`config.mk`:
```
export PLATFORM = sky130hd
export DESIGN_NAME = rc_servo_frame_parser_unit
export DESIGN_NICKNAME = d
export VERILOG_FILES = /design/src/design/rcsfp_pkg.sv /design/src/design/rc_servo_frame_parser_unit.sv /design/src/design/rcsfp_ram.sv /design/src/design/rcsfp_alu.sv
export SDC_FILE = /design/constraint.sdc
export NUM_CORES = 2
export LEC_CHECK = 0
export BUFFER_PORTS_ARGS = -buffer_cell sky130_fd_sc_hd__buf_2
export CAP_MARGIN = 20
export CORE_MARGIN = 10
export CORE_UTILIZATION = 56
export CTS_CLUSTER_DIAMETER = 100
export DETAILED_ROUTE_END_ITERATION = 8
export PLACE_DENSITY = 0.76
export SLEW_MARGIN = 20
export SYNTH_ARGS = -nofsm -noshare
export SYNTH_HDL_FRONTEND = slang
export SYNTH_SLANG_ARGS = --single-unit
```
`constraint.sdc`:
```
create_clock -name aclk -period 7.8 [get_ports aclk]
set_input_delay 0.78 -clock aclk [delete_from_list [all_inputs] [get_ports aclk]]
set_output_delay 0.78 -clock aclk [all_outputs]
set_load 0.01 [all_outputs]
```
`src/design/rcsfp_pkg.sv`:
```
// Shared types and constants for the servo frame parser.
// Holds the sequencer states, frame phases, result kinds and the ALU request/response structs.
// No dependencies.
`timescale 1ns / 1ps

package rcsfp_pkg;

    // Frame layout constants
    localparam int unsigned OVERHEAD      = 3;
    localparam logic [3:0]  SERVO_CMD     = 4'd4;
    localparam int unsigned SERVO_PAYLOAD = 29;
    localparam logic [15:0] SUM_INIT      = 16'hFFFF;

    // Port widths fixed by the interface
    localparam int unsigned CFG_IDX_W = 1;
    localparam int unsigned CH_IDX_W  = 4;

    typedef enum logic [CFG_IDX_W-1:0] {
        REG_GAP_TIMEOUT = 1'b0,
        REG_TIME_WRAP   = 1'b1
    } cfg_reg_t;

    typedef enum logic [1:0] {
        KIND_CHAN = 2'd0,
        KIND_GOOD = 2'd1,
        KIND_BAD  = 2'd2
    } kind_t;

    typedef enum logic [1:0] {
        PH_LEN   = 2'd0,
        PH_DATA  = 2'd1,
        PH_CK_LO = 2'd2,
        PH_CK_HI = 2'd3
    } phase_t;

    typedef enum logic [3:0] {
        S_IDLE,
        S_GAP_SUB,
        S_GAP_WRAP,
        S_GAP_TO,
        S_GAP_MAX,
        S_GAP_MIN,
        S_PARSE,
        S_CH_RDLO,
        S_CH_RDHI,
        S_CH_MIN,
        S_CH_MAX,
        S_OUT
    } state_t;

    typedef enum logic {
        ALU_ADD = 1'b0,
        ALU_SUB = 1'b1
    } alu_op_t;

    typedef struct packed {
        alu_op_t     op;
        logic [31:0] a;
        logic [31:0] b;
    } alu_req_t;

    typedef struct packed {
        logic [31:0] res;
        logic        cout;
    } alu_rsp_t;

endpackage

```
`src/design/rc_servo_frame_parser_unit.sv`:
```
// Servo frame parser: byte-serial frame parsing with gap statistics and channel tracking.
// Depends on rcsfp_pkg, rcsfp_alu and rcsfp_ram.
// Flow: each byte is taken in S_IDLE and, when stamped, passes S_GAP_SUB, S_GAP_WRAP (only when
// the stamp wraps), S_GAP_TO, S_GAP_MAX and S_GAP_MIN before S_PARSE; a frame's last byte then
// goes to S_OUT, or on a servo frame through S_CH_RDLO, S_CH_RDHI, S_CH_MIN, S_CH_MAX and S_OUT
// per channel. No new byte is taken until the result side has taken the byte's last result.
// Reset (synchronous, aresetn low) clears counters, channel tables and parser state at once.
`timescale 1ns / 1ps

module rc_servo_frame_parser_unit #(
    parameter int unsigned CHANNELS        = 14,
    parameter int unsigned FRAME_BYTES_MAX = 32
) (
    input  logic                               aclk,
    input  logic                               aresetn,
    // configuration
    input  logic                               cfg_wr_en,
    input  logic [rcsfp_pkg::CFG_IDX_W-1:0]    cfg_index,
    input  logic [31:0]                        cfg_wdata,
    // input requests
    input  logic                               s_valid,
    output logic                               s_ready,
    input  logic [7:0]                         s_rx_byte,
    input  logic [31:0]                        s_arrival_time,
    // result requests
    output logic                               m_valid,
    input  logic                               m_ready,
    output logic [1:0]                         m_kind,
    output logic [rcsfp_pkg::CH_IDX_W-1:0]     m_channel_index,
    output logic [15:0]                        m_channel_value,
    output logic [15:0]                        m_channel_min,
    output logic [15:0]                        m_channel_max,
    output logic [31:0]                        m_channel_updates,
    output logic                               m_last,
    output logic [31:0]                        m_good_frames,
    output logic [31:0]                        m_bad_frames,
    output logic [31:0]                        m_timeouts,
    output logic [31:0]                        m_min_gap,
    output logic [31:0]                        m_max_gap
);

    localparam int unsigned LEN_W  = $clog2(FRAME_BYTES_MAX + 1);
    localparam int unsigned ADDR_W = $clog2(FRAME_BYTES_MAX);
    localparam int unsigned CH_AW  = (CHANNELS > 1) ? $clog2(CHANNELS) : 1;
    localparam logic [rcsfp_pkg::CH_IDX_W-1:0] LAST_CH =
        rcsfp_pkg::CH_IDX_W'(CHANNELS - 1);
    localparam logic [8:0]       LEN_BYTE_MAX = 9'(FRAME_BYTES_MAX);
    localparam logic [LEN_W-1:0] LEN_MAX      = LEN_W'(FRAME_BYTES_MAX - rcsfp_pkg::OVERHEAD);
    localparam logic [LEN_W-1:0] SERVO_LEN    = LEN_W'(rcsfp_pkg::SERVO_PAYLOAD);

    rcsfp_pkg::state_t state_reg, state_next;
    rcsfp_pkg::phase_t phase_reg;
    rcsfp_pkg::kind_t  kind_reg;

    logic [31:0] gap_timeout_reg;
    logic [31:0] time_wrap_reg;

    logic [LEN_W-1:0] pos_reg;
    logic [LEN_W-1:0] len_reg;
    logic [15:0]      sum_reg;
    logic [31:0]      prev_time_reg;
    logic [31:0]      good_cnt_reg;
    logic [31:0]      bad_cnt_reg;
    logic [31:0]      timeout_cnt_reg;
    logic [31:0]      gap_min_reg;
    logic [31:0]      gap_max_reg;
    logic [rcsfp_pkg::CH_IDX_W-1:0] ch_reg;
    logic             last_reg;

    logic [15:0] chan_val_reg [CHANNELS];
    logic [15:0] chan_min_reg [CHANNELS];
    logic [15:0] chan_max_reg [CHANNELS];
    logic [31:0] chan_cnt_reg [CHANNELS];

    // payload registers
    logic [7:0]  byte_reg;
    logic [31:0] time_reg;
    logic [31:0] gap_reg;
    logic [7:0]  check_lo_reg;
    logic [3:0]  cmd_reg;
    logic [7:0]  lo_reg;
    logic [15:0] val_reg;

    rcsfp_pkg::alu_req_t alu_req;
    rcsfp_pkg::alu_rsp_t alu_rsp;

    logic              ram_we;
    logic [ADDR_W-1:0] ram_waddr;
    logic [ADDR_W-1:0] ram_raddr;
    logic [ADDR_W-1:0] rd_lo_addr;
    logic [7:0]        ram_rdata;

    logic              s_accept;
    logic              len_ok;
    logic              frame_good;
    logic              servo_frame;
    logic [LEN_W-1:0]  pos_inc;
    logic              data_done;
    logic [CH_AW-1:0]  ch_idx;
    logic [15:0]       chan_val;
    logic              is_chan;

    rcsfp_alu u_alu (
        .req (alu_req),
        .rsp (alu_rsp)
    );

    rcsfp_ram #(
        .WIDTH (8),
        .DEPTH (FRAME_BYTES_MAX)
    ) u_payload_ram (
        .aclk  (aclk),
        .we    (ram_we),
        .waddr (ram_waddr),
        .wdata (byte_reg),
        .raddr (ram_raddr),
        .rdata (ram_rdata)
    );

    // Decode frame conditions
    assign s_accept    = s_valid & s_ready;
    assign len_ok      = ({1'b0, byte_reg} <= LEN_BYTE_MAX) &&
                         (byte_reg > 8'(rcsfp_pkg::OVERHEAD));
    assign frame_good  = (sum_reg == {byte_reg, check_lo_reg});
    assign servo_frame = (cmd_reg == rcsfp_pkg::SERVO_CMD) && (len_reg == SERVO_LEN);
    assign pos_inc     = pos_reg + 1'b1;
    assign data_done   = (pos_inc >= len_reg);
    assign ch_idx      = ch_reg[CH_AW-1:0];
    assign chan_val    = {ram_rdata, lo_reg};
    assign rd_lo_addr  = ADDR_W'({ch_reg, 1'b1});

    // Next state
    always_comb begin
        state_next = state_reg;
        case (state_reg)
            rcsfp_pkg::S_IDLE: begin
                if (s_accept) begin
                    state_next = (s_arrival_time != 32'd0) ? rcsfp_pkg::S_GAP_SUB
                                                           : rcsfp_pkg::S_PARSE;
                end
            end
            rcsfp_pkg::S_GAP_SUB: begin
                state_next = alu_rsp.cout ? rcsfp_pkg::S_GAP_WRAP : rcsfp_pkg::S_GAP_TO;
            end
            rcsfp_pkg::S_GAP_WRAP: state_next = rcsfp_pkg::S_GAP_TO;
            rcsfp_pkg::S_GAP_TO:   state_next = rcsfp_pkg::S_GAP_MAX;
            rcsfp_pkg::S_GAP_MAX:  state_next = rcsfp_pkg::S_GAP_MIN;
            rcsfp_pkg::S_GAP_MIN:  state_next = rcsfp_pkg::S_PARSE;
            rcsfp_pkg::S_PARSE: begin
                if (phase_reg == rcsfp_pkg::PH_CK_HI) begin
                    state_next = (frame_good && servo_frame) ? rcsfp_pkg::S_CH_RDLO
                                                             : rcsfp_pkg::S_OUT;
                end else begin
                    state_next = rcsfp_pkg::S_IDLE;
                end
            end
            rcsfp_pkg::S_CH_RDLO: state_next = rcsfp_pkg::S_CH_RDHI;
            rcsfp_pkg::S_CH_RDHI: state_next = rcsfp_pkg::S_CH_MIN;
            rcsfp_pkg::S_CH_MIN:  state_next = rcsfp_pkg::S_CH_MAX;
            rcsfp_pkg::S_CH_MAX:  state_next = rcsfp_pkg::S_OUT;
            rcsfp_pkg::S_OUT: begin
                if (m_ready) begin
                    state_next = (kind_reg == rcsfp_pkg::KIND_CHAN && !last_reg)
                               ? rcsfp_pkg::S_CH_RDLO : rcsfp_pkg::S_IDLE;
                end
            end
            default: state_next = rcsfp_pkg::S_IDLE;
        endcase
    end

    // Sequencer outputs: handshake, ALU operands, RAM control
    always_comb begin
        s_ready   = (state_reg == rcsfp_pkg::S_IDLE);
        m_valid   = (state_reg == rcsfp_pkg::S_OUT);
        ram_we    = (state_reg == rcsfp_pkg::S_PARSE) && (phase_reg == rcsfp_pkg::PH_DATA);
        ram_waddr = pos_reg[ADDR_W-1:0];
        ram_raddr = (state_reg == rcsfp_pkg::S_CH_RDHI) ? rd_lo_addr + 1'b1 : rd_lo_addr;
        alu_req.op = rcsfp_pkg::ALU_SUB;
        alu_req.a  = '0;
        alu_req.b  = '0;
        case (state_reg)
            rcsfp_pkg::S_GAP_SUB: begin
                alu_req.a = time_reg;
                alu_req.b = prev_time_reg;
            end
            rcsfp_pkg::S_GAP_WRAP: begin
                alu_req.op = rcsfp_pkg::ALU_ADD;
                alu_req.a  = gap_reg;
                alu_req.b  = time_wrap_reg;
            end
            rcsfp_pkg::S_GAP_TO: begin
                alu_req.a = gap_timeout_reg;
                alu_req.b = gap_reg;
            end
            rcsfp_pkg::S_GAP_MAX: begin
                alu_req.a = gap_max_reg;
                alu_req.b = gap_reg;
            end
            rcsfp_pkg::S_GAP_MIN: begin
                alu_req.a = gap_reg;
                alu_req.b = gap_min_reg;
            end
            rcsfp_pkg::S_PARSE: begin
                alu_req.a = (phase_reg == rcsfp_pkg::PH_LEN) ? {16'd0, rcsfp_pkg::SUM_INIT}
                                                             : {16'd0, sum_reg};
                alu_req.b = {24'd0, byte_reg};
            end
            rcsfp_pkg::S_CH_MIN: begin
                alu_req.a = {16'd0, chan_val};
                alu_req.b = {16'd0, chan_min_reg[ch_idx]};
            end
            rcsfp_pkg::S_CH_MAX: begin
                alu_req.a = {16'd0, chan_max_reg[ch_idx]};
                alu_req.b = {16'd0, val_reg};
            end
            default: begin
                alu_req.op = rcsfp_pkg::ALU_SUB;
            end
        endcase
    end

    // State register
    always_ff @(posedge aclk) begin
        if (!aresetn) begin
            state_reg <= rcsfp_pkg::S_IDLE;
        end else begin
            state_reg <= state_next;
        end
    end

    // Control, statistics and channel tables
    always_ff @(posedge aclk) begin
        if (!aresetn) begin
            gap_timeout_reg <= '0;
            time_wrap_reg   <= '0;
            phase_reg       <= rcsfp_pkg::PH_LEN;
            kind_reg        <= rcsfp_pkg::KIND_CHAN;
            last_reg        <= 1'b0;
            pos_reg         <= '0;
            len_reg         <= '0;
            sum_reg         <= '0;
            prev_time_reg   <= '0;
            good_cnt_reg    <= '0;
            bad_cnt_reg     <= '0;
            timeout_cnt_reg <= '0;
            gap_min_reg     <= '1;
            gap_max_reg     <= '0;
            ch_reg          <= '0;
            for (int i = 0; i < CHANNELS; i++) begin
                chan_val_reg[i] <= '0;
                chan_min_reg[i] <= '1;
                chan_max_reg[i] <= '0;
                chan_cnt_reg[i] <= '0;
            end
        end else begin
            // Take configuration writes
            if (cfg_wr_en) begin
                case (rcsfp_pkg::cfg_reg_t'(cfg_index))
                    rcsfp_pkg::REG_GAP_TIMEOUT: gap_timeout_reg <= cfg_wdata;
                    rcsfp_pkg::REG_TIME_WRAP:   time_wrap_reg   <= cfg_wdata;
                    default: ;
                endcase
            end
            case (state_reg)
                // Count a timeout and resynchronize
                rcsfp_pkg::S_GAP_TO: begin
                    if (alu_rsp.cout) begin
                        timeout_cnt_reg <= timeout_cnt_reg + 1'b1;
                        phase_reg       <= rcsfp_pkg::PH_LEN;
                    end
                end
                rcsfp_pkg::S_GAP_MAX: begin
                    if (alu_rsp.cout) begin
                        gap_max_reg <= gap_reg;
                    end
                end
                rcsfp_pkg::S_GAP_MIN: begin
                    if (alu_rsp.cout) begin
                        gap_min_reg <= gap_reg;
                    end
                end
                // Advance the frame parser by one byte
                rcsfp_pkg::S_PARSE: begin
                    prev_time_reg <= time_reg;
                    case (phase_reg)
                        rcsfp_pkg::PH_LEN: begin
                            if (len_ok) begin
                                pos_reg   <= '0;
                                len_reg   <= LEN_W'(byte_reg - 8'(rcsfp_pkg::OVERHEAD));
                                sum_reg   <= alu_rsp.res[15:0];
                                phase_reg <= rcsfp_pkg::PH_DATA;
                            end
                        end
                        rcsfp_pkg::PH_DATA: begin
                            pos_reg <= pos_inc;
                            sum_reg <= alu_rsp.res[15:0];
                            if (data_done) begin
                                phase_reg <= rcsfp_pkg::PH_CK_LO;
                            end
                        end
                        rcsfp_pkg::PH_CK_LO: begin
                            phase_reg <= rcsfp_pkg::PH_CK_HI;
                        end
                        default: begin
                            phase_reg <= rcsfp_pkg::PH_LEN;
                            if (frame_good) begin
                                good_cnt_reg <= good_cnt_reg + 1'b1;
                                if (servo_frame) begin
                                    ch_reg <= '0;
                                end else begin
                                    kind_reg <= rcsfp_pkg::KIND_GOOD;
                                    last_reg <= 1'b1;
                                end
                            end else begin
                                bad_cnt_reg <= bad_cnt_reg + 1'b1;
                                kind_reg    <= rcsfp_pkg::KIND_BAD;
                                last_reg    <= 1'b1;
                            end
                        end
                    endcase
                end
                // Update the channel value and minimum
                rcsfp_pkg::S_CH_MIN: begin
                    chan_val_reg[ch_idx] <= chan_val;
                    if (alu_rsp.cout) begin
                        chan_min_reg[ch_idx] <= chan_val;
                    end
                end
                // Update maximum and count, then present the channel
                rcsfp_pkg::S_CH_MAX: begin
                    if (alu_rsp.cout) begin
                        chan_max_reg[ch_idx] <= val_reg;
                    end
                    chan_cnt_reg[ch_idx] <= chan_cnt_reg[ch_idx] + 1'b1;
                    kind_reg <= rcsfp_pkg::KIND_CHAN;
                    last_reg <= (ch_reg == LAST_CH);
                end
                // Step to the next channel once a request is taken
                rcsfp_pkg::S_OUT: begin
                    if (m_ready && kind_reg == rcsfp_pkg::KIND_CHAN && !last_reg) begin
                        ch_reg <= ch_reg + 1'b1;
                    end
                end
                default: ;
            endcase
        end
    end

    // Payload capture, no reset needed
    always_ff @(posedge aclk) begin
        if (s_accept) begin
            byte_reg <= s_rx_byte;
            time_reg <= s_arrival_time;
        end
        if (state_reg == rcsfp_pkg::S_GAP_SUB || state_reg == rcsfp_pkg::S_GAP_WRAP) begin
            gap_reg <= alu_rsp.res;
        end
        if (state_reg == rcsfp_pkg::S_PARSE) begin
            if (phase_reg == rcsfp_pkg::PH_CK_LO) begin
                check_lo_reg <= byte_reg;
            end
            if (phase_reg == rcsfp_pkg::PH_DATA && pos_reg == '0) begin
                cmd_reg <= byte_reg[7:4];
            end
        end
        if (state_reg == rcsfp_pkg::S_CH_RDHI) begin
            lo_reg <= ram_rdata;
        end
        if (state_reg == rcsfp_pkg::S_CH_MIN) begin
            val_reg <= chan_val;
        end
    end

    // Drive the result request
    assign is_chan           = (kind_reg == rcsfp_pkg::KIND_CHAN);
    assign m_kind            = kind_reg;
    assign m_channel_index   = is_chan ? ch_reg : '0;
    assign m_channel_value   = is_chan ? chan_val_reg[ch_idx] : '0;
    assign m_channel_min     = is_chan ? chan_min_reg[ch_idx] : '0;
    assign m_channel_max     = is_chan ? chan_max_reg[ch_idx] : '0;
    assign m_channel_updates = is_chan ? chan_cnt_reg[ch_idx] : '0;
    assign m_last            = last_reg;
    assign m_good_frames     = good_cnt_reg;
    assign m_bad_frames      = bad_cnt_reg;
    assign m_timeouts        = timeout_cnt_reg;
    assign m_min_gap         = gap_min_reg;
    assign m_max_gap         = gap_max_reg;

    // Input and output sides are never open together
    a_no_overlap: assert property (@(posedge aclk) disable iff (!aresetn)
        !(s_ready && m_valid))
        else $error("input ready while a result is pending");

    // More channel results follow a non-final one before the next byte
    a_burst_holds: assert property (@(posedge aclk) disable iff (!aresetn)
        (m_valid && m_ready && !m_last) |=> !s_ready)
        else $error("input reopened inside a channel burst");

    // Frame-level results are always the final one for the byte
    a_single_last: assert property (@(posedge aclk) disable iff (!aresetn)
        (m_valid && m_kind != rcsfp_pkg::KIND_CHAN) |-> m_last)
        else $error("frame result without last");

    // A channel update step always ends in a presented channel result
    a_chan_emit: assert property (@(posedge aclk) disable iff (!aresetn)
        (state_reg == rcsfp_pkg::S_CH_MAX) |=> (m_valid && m_kind == rcsfp_pkg::KIND_CHAN))
        else $error("channel update not presented");

    // Payload length stays in range while inside a frame
    a_len_range: assert property (@(posedge aclk) disable iff (!aresetn)
        (phase_reg != rcsfp_pkg::PH_LEN) |-> (len_reg != '0 && len_reg <= LEN_MAX))
        else $error("payload length out of range");

endmodule

```
`src/design/rcsfp_ram.sv`:
```
// Generic single-write, single-read RAM with registered read data.
// Depends on nothing; used for the frame payload store.
`timescale 1ns / 1ps

module rcsfp_ram #(
    parameter int unsigned WIDTH = 8,
    parameter int unsigned DEPTH = 32
) (
    input  logic                     aclk,
    input  logic                     we,
    input  logic [$clog2(DEPTH)-1:0] waddr,
    input  logic [WIDTH-1:0]         wdata,
    input  logic [$clog2(DEPTH)-1:0] raddr,
    output logic [WIDTH-1:0]         rdata
);

    logic [WIDTH-1:0] mem [DEPTH];

    // Write port and registered read port
    always_ff @(posedge aclk) begin
        if (we) begin
            mem[waddr] <= wdata;
        end
        rdata <= mem[raddr];
    end

endmodule

```
`src/design/rcsfp_alu.sv`:
```
// Shared 32-bit add/subtract unit with carry/borrow out.
// Depends on rcsfp_pkg for the request and response structs.
`timescale 1ns / 1ps

module rcsfp_alu (
    input  rcsfp_pkg::alu_req_t req,
    output rcsfp_pkg::alu_rsp_t rsp
);

    logic [32:0] wide;

    // Add or subtract with one extra bit for carry or borrow
    always_comb begin
        case (req.op)
            rcsfp_pkg::ALU_ADD: wide = {1'b0, req.a} + {1'b0, req.b};
            rcsfp_pkg::ALU_SUB: wide = {1'b0, req.a} - {1'b0, req.b};
            default:            wide = '0;
        endcase
    end

    assign rsp.res  = wide[31:0];
    assign rsp.cout = wide[32];

endmodule

```
Word-level counts from Yosys, hierarchy flattened

Memory sizes are Yosys's and may differ from the RTL's. A register that Yosys moved wholly into a read port is not among the register bits.
Cells that the tools add are included.

Flip-flop bits (word level): 405
Bits in writable memories: 1376
Memories: 5

Memories:

| memory            | depth | width | read ports | clocked after Yosys merged registers in | write ports | RTL line                         | RTL |
|---|---|---|---|---|---|---|---|
| chan_cnt_reg      | 14    | 32    | 1          | 1                                       | 14          | rc_servo_frame_parser_unit.sv:73 | `logic [31:0] chan_cnt_reg [CHANNELS];` |
| u_payload_ram.mem | 32    | 8     | 1          | 1                                       | 1           | rcsfp_ram.sv:17                  | `logic [WIDTH-1:0] mem [DEPTH];` |
| chan_max_reg      | 14    | 16    | 1          | 1                                       | 14          | rc_servo_frame_parser_unit.sv:72 | `logic [15:0] chan_max_reg [CHANNELS];` |
| chan_min_reg      | 14    | 16    | 1          | 1                                       | 14          | rc_servo_frame_parser_unit.sv:71 | `logic [15:0] chan_min_reg [CHANNELS];` |
| chan_val_reg      | 14    | 16    | 1          | 1                                       | 14          | rc_servo_frame_parser_unit.sv:70 | `logic [15:0] chan_val_reg [CHANNELS];` |

$add $sub $neg: 10
Magnitude comparators: 3
Eq/ne operators: 29
Muxes and demuxes: 76
Bitwise gates (word level): 4
Reduce and logical (&&, ||, !) cells: 39

Operators with widths:

| kind                  | number |
|---|---|
| $pmux 64 s8           | 1 |
| $add 32x1->32 const B | 4 |
| $mux 16               | 8 |
| $mux 4                | 21 |
| $pmux 33 s2           | 1 |
| $mux 32               | 2 |
| $pmux 4 s12           | 1 |
| $reduce_or 16->1      | 3 |
| $add 32x32->33        | 1 |
| $sub 32x32->33        | 1 |
| $pmux 16 s2           | 1 |
| $reduce_bool 32->1    | 1 |
| $reduce_or 32->1      | 1 |
| $mux 1                | 25 |
| $eq 4x3->1 const B    | 5 |
| $eq 4x4->1 const B    | 5 |
| $eq 16x16->1          | 1 |
| $reduce_and 2->1      | 8 |
| $reduce_and 3->1      | 5 |
| $mux 2                | 6 |
| $pmux 6 s2            | 1 |
| $ne 3x3->1 const B    | 3 |
| $eq 4x2->1 const B    | 2 |
| $gt 8x2->1 const B    | 1 |
| 31 further kinds      | 53 |

Longest topological paths before layout

Depth in word-level cells: 11
Gate-level depth with buffers: 31
Mapped depth without buffers: 23

By module

From an unflattened synthesis, not the netlist that was laid out.

Cell total of the unflattened synthesis: 6245
Area total of the unflattened synthesis: 86845.8 um^2

By module, submodules not included:

| module                     | times used | cells each | area an instance (um^2) | seq. area each (um^2) |
|---|---|---|---|---|
| rc_servo_frame_parser_unit | 1          | 5490       | 74481.4                 | 47705.8 |
| rcsfp_ram                  | 1          | 417        | 10053.4                 | 7847.5 |
| rcsfp_alu                  | 1          | 338        | 2311.0                  | 0.0 |

Worst setup path after synthesis

OpenSTA, ideal clock, no wires.

Path kind: register to register
Start point: register (tool-made name)
End point: memory chan_max_reg[3][0] (enable)
Arrival: 7.375 ns
Data required time: 7.389 ns
Setup slack: 0.014 ns
Stages on the path, launching flop included: 29
Buffers on the path: 8
Period minus slack after synthesis: 7.786 ns
Cells stage by stage: dfxtp_1 buf_6 buf_6 buf_6 buf_6 buf_6 buf_4 mux4_2 mux4_2 a21boi_0 ha_1 nand2_1 nor3_4 a21oi_1 nor2_1 a31oi_1 xor2_1 ha_1 and4_1 and4_1 o211ai_1 a31oi_1 a31oi_1 o22ai_1 a41oi_1 xor2_1 buf_2 buf_2 o21ai_0

RTL lines:

| item      | RTL line |
|---|---|
| to (decl) | rc_servo_frame_parser_unit.sv:72 |

==> metrics.csv <==
stage,metric,value,unit
sta,Final Max Slew Viols,0,
clocking,clk buf depth,3,
cells_and_area,area grow syn2layout,12.7,%
worst_hold_path,Hold Crit Class,input port to register,
setup_path,CP Data Arrival Time,7.92,ns
logic_synthesis,Yosys reg bits,1953,
place,final HPWL from detailed placement,165000,µm
floorplanning,die width,415,µm
sta,Slew HR,0.211,
clocking,clock slew at reported path FFs,0.06,ns
sta,Slew @ Worst Pin,1.18,ns
cells_and_area,utilization after layout,0.637,
logic_synthesis,"Cell Area, Synth",87200,µm²
cells_and_area,Filler cells,10944,
setup_path,Worst Path Max Fanout,17,
logic_synthesis,post-synth top area cell,edfxtp_1,
logic_synthesis,warning count from the yosys run,0,
global_route,number of global-route vias before repair,55858,
floorplanning,DIE HEIGHT,415,µm
global_route,gr usage total,0.293,
routing,wire length per cell,29.4,µm
clocking,CTS HTree Levels,4,
power,Lkg Pwr,0.0335,µW
logic_synthesis,Cell variety after synth,84,
logic_synthesis,largest cells by area after synthesis,"edfxtp_1 (57%), mux4_2 (12%), dfxtp_1 (7.1%)",
run_status,status,completed,
setup_path,crit end category,register,
power,overall power,28200,µW
sta,achievable frequency,135,MHz
setup_path,Worst Path Required,8.32,ns
floorplanning,num rows,144,
routing,Detail Route Antenna Nets,0,
routing,DR pass1 iterations,7,
sta,clock skew,0.0637,ns
routing,Vias,55919,
sta,Finish-stage setup viols,0,
place,setup slack at placement,0.167,ns
clocking,Clock Latency Late Sink,0.86,ns
sta,RSZ-0062 raised after global routing,false,
cells_and_area,"most common cell after layout, fill and taps aside",edfxtp_1,
clocking,CTS Buf Count,191,
cells_and_area,nets@finish,6679,
logic_synthesis,"Seq/Total Area, Yosys",0.637,
cells_and_area,max reg flops,512,
logic_synthesis,Main synth FF type,edfxtp_1,
clocking,Clock Root Buffer,clkbuf_16,
setup_path,Crit Path Category,register to register,
place,PortBufs,326,
routing,drt first-iter violations,7608,
setup_path,RR Endpoint,chan_min_reg[7][9],
sta,endpoints failing hold,0,
logic_synthesis,Gate Count Post-Synth,6253,
power,VDD IR-drop max,0.000641,V
floorplanning,I/O pin total,327,
sta,Final Cycle Share,0.949,
sta,minimum clock period,7.40,ns
global_route,antenna violations before repair,15,
sta,Final WS setup,0.396,ns
logic_synthesis,Avg Synthesized Cell Area,14.0,µm²
place,routability cong.,0.969,
routing,WL final,258000,µm
worst_hold_path,min-delay src,s_rx_byte[2],
logic_synthesis,share of the synthesized area in the top cell type,0.566,
global_route,largest net degree at the start of global routing,178,
logic_synthesis,syn_nets,6390,
place,Post-DP Area,91600,µm²
setup_path,CP Launch Type,register,
floorplanning,Core Box Area,154000,µm²
global_route,total gr overflow,0,
clocking,clk sinks,1953,
floorplanning,Die ar.,172000,µm²
routing,DR vias/cell,6.38,
logic_synthesis,Post-synth ARST share,0,
cells_and_area,fin area,98300,µm²
setup_path,r2r setup slk,0.40,ns
run,Max Cap Viol,0,
power,Pwr per Cell Area,287,nW/µm²
worst_hold_path,hold depth,1,
cells_and_area,most frequent cells in the layout,"edfxtp_1 (1,644), nor2_1 (748), nand2_1 (483)",
logic_synthesis,Post-synth EDFFs,1644,
clocking,CTS tree,done,
global_route,first-pass GRT wire length,377000,µm
worst_hold_path,Hold Crit Endpoint,byte_reg[2],
routing,residual DRC count,0,
setup_path,r2r worst-path depth,25,
sta,Fin Setup TNS,0,ns
cells_and_area,share of cells above drive strength 1,0.229,
floorplanning,initial core utilization,0.565,
-- repair_timing --
item                                    4_1_cts  5_1_grt
hold buffers                                  0        0
resized for setup                             0        4
buffers inserted                              0        1
endpoints found under the setup margin        0      490
-- power by group --
| part | internal (µW) | total [µW] | switching [µW] |
|---|---|---|---|
| clock | 5470 | 9600 | 4130 |
| sequential | 12000 | 12400 | 344 |
| combinational | 2040 | 6210 | 4170 |
| total | 19500 | 28200 | 8650 |
-- through the flow --
step	cells	hold WS, ns
2_1_floorplan	6253	0.432
3_3_place_gp	8390	0.442
3_5_place_dp	8391	0.446
4_1_cts	8750	0.0655
5_1_grt	8755	0.0948
6_report	8758	0.103
-- final cells by class --
| type | count | area (µm²) | share of cell area |
|---|---|---|---|
| diodes | 6 | 15.0 | 0.000153 |
| clock buffers | 246 | 5140 | 0.0522 |
| clock inverters | 113 | 1430 | 0.0146 |
| inverters | 85 | 327 | 0.00332 |
| multi-input cells | 3736 | 29600 | 0.301 |
| flip-flops and latches | 1953 | 55600 | 0.565 |
| well taps | 2044 | 2560 | 0.0260 |
| repair buffers | 575 | 3700 | 0.0376 |
-- worst max path at each step --
stage | slack (ns) | from | to | cells after the start
2_1_floorplan | 0.01 | register | chan_max_reg[3][0] | 28
3_3_place_gp | 0.31 | register | chan_min_reg[7][8] | 20
3_5_place_dp | 0.17 | register | chan_min_reg[7][10] | 24
4_1_cts | 0.14 | register | chan_min_reg[7][2] | 20
5_1_grt | 0.10 | register | chan_min_reg[7][7] | 25
6_report | 0.40 | register | chan_min_reg[7][9] | 25
-- cells by family (layout without fill, tap and decap cells) --
kind of cell	Yosys count	in the layout	share of synthesized area
muxes	611	611	0.137
and+or+nand+nor	2366	2366	0.134
other	0	6	0
xor gates and xnor gates	169	169	0.0171
AOI/OAI and AO/OA	531	531	0.0388
adders and majority gates	59	59	0.00855
buffers and inverters	564	1019	0.0281
DFF	1953	1953	0.637
-- metal layers --
| layer | routed length [µm] | vias up | share of wire | global-route usage |
|---|---|---|---|---|
| li1 | - | 23660 | - | - |
| met1 | 90200 | 28047 | 0.35 | 0.373 |
| met2 | 123000 | 3587 | 0.48 | 0.473 |
| met3 | 29800 | 617 | 0.12 | 0.0691 |
| met4 | 14500 | 8 | 0.056 | 0.142 |
| met5 | 57 | - | 0.00022 | 0 |
-- Yosys cell counts, types with 14 or more instances --
| cell type | number |
|---|---|
| a221o_1 | 15 |
| dfxtp_1 | 309 |
| nor2b_1 | 19 |
| a22o_1 | 25 |
| nand4_1 | 46 |
| edfxtp_1 | 1644 |
| a21oi_1 | 208 |
| inv_1 | 83 |
| and2_1 | 479 |
| or2_2 | 95 |
| a222oi_1 | 19 |
| buf_2 | 74 |
| and3_1 | 98 |
| a31oi_1 | 15 |
| o31ai_1 | 31 |
| nor2_1 | 754 |
| nand3_1 | 70 |
| mux4_2 | 461 |
| mux2_2 | 23 |
| nand2_1 | 509 |
| a21o_1 | 15 |
| or4_1 | 28 |
| and4_1 | 15 |
| nor3_1 | 28 |
| ha_1 | 58 |
| mux2i_1 | 127 |
| a221oi_1 | 25 |
| or2_1 | 74 |
| clkbuf_1 | 345 |
| a211oi_1 | 18 |
| buf_4 | 23 |
| buf_1 | 20 |
| o21ai_0 | 92 |
| nor4_1 | 14 |
| or3_1 | 80 |
| xnor2_1 | 77 |
| xor2_1 | 90 |
-- worst max-delay path: stages (launching register included) --
cell      delay, ns
dfxtp_4        0.60
buf_4          0.28
mux4_2         0.54
a22oi_1        0.38
nand2_1        0.24
o21ai_1        0.22
nand4_2        0.18
nor2_1         0.18
and3_1         0.37
and3_1         0.23
a21oi_1        0.08
xnor2_1        0.16
ha_1           0.38
and4_1         0.26
and4_1         0.26
o211ai_1       0.11
a31oi_1        0.41
a31oi_1        0.18
o22ai_1        0.29
a41oi_1        0.15
buf_4          0.21
xnor2_2        0.31
buf_4          0.28
nand2_1        0.33
nand2_1        0.21
buf_4          0.22
No activity file was read; power rests on OpenSTA's default activity.
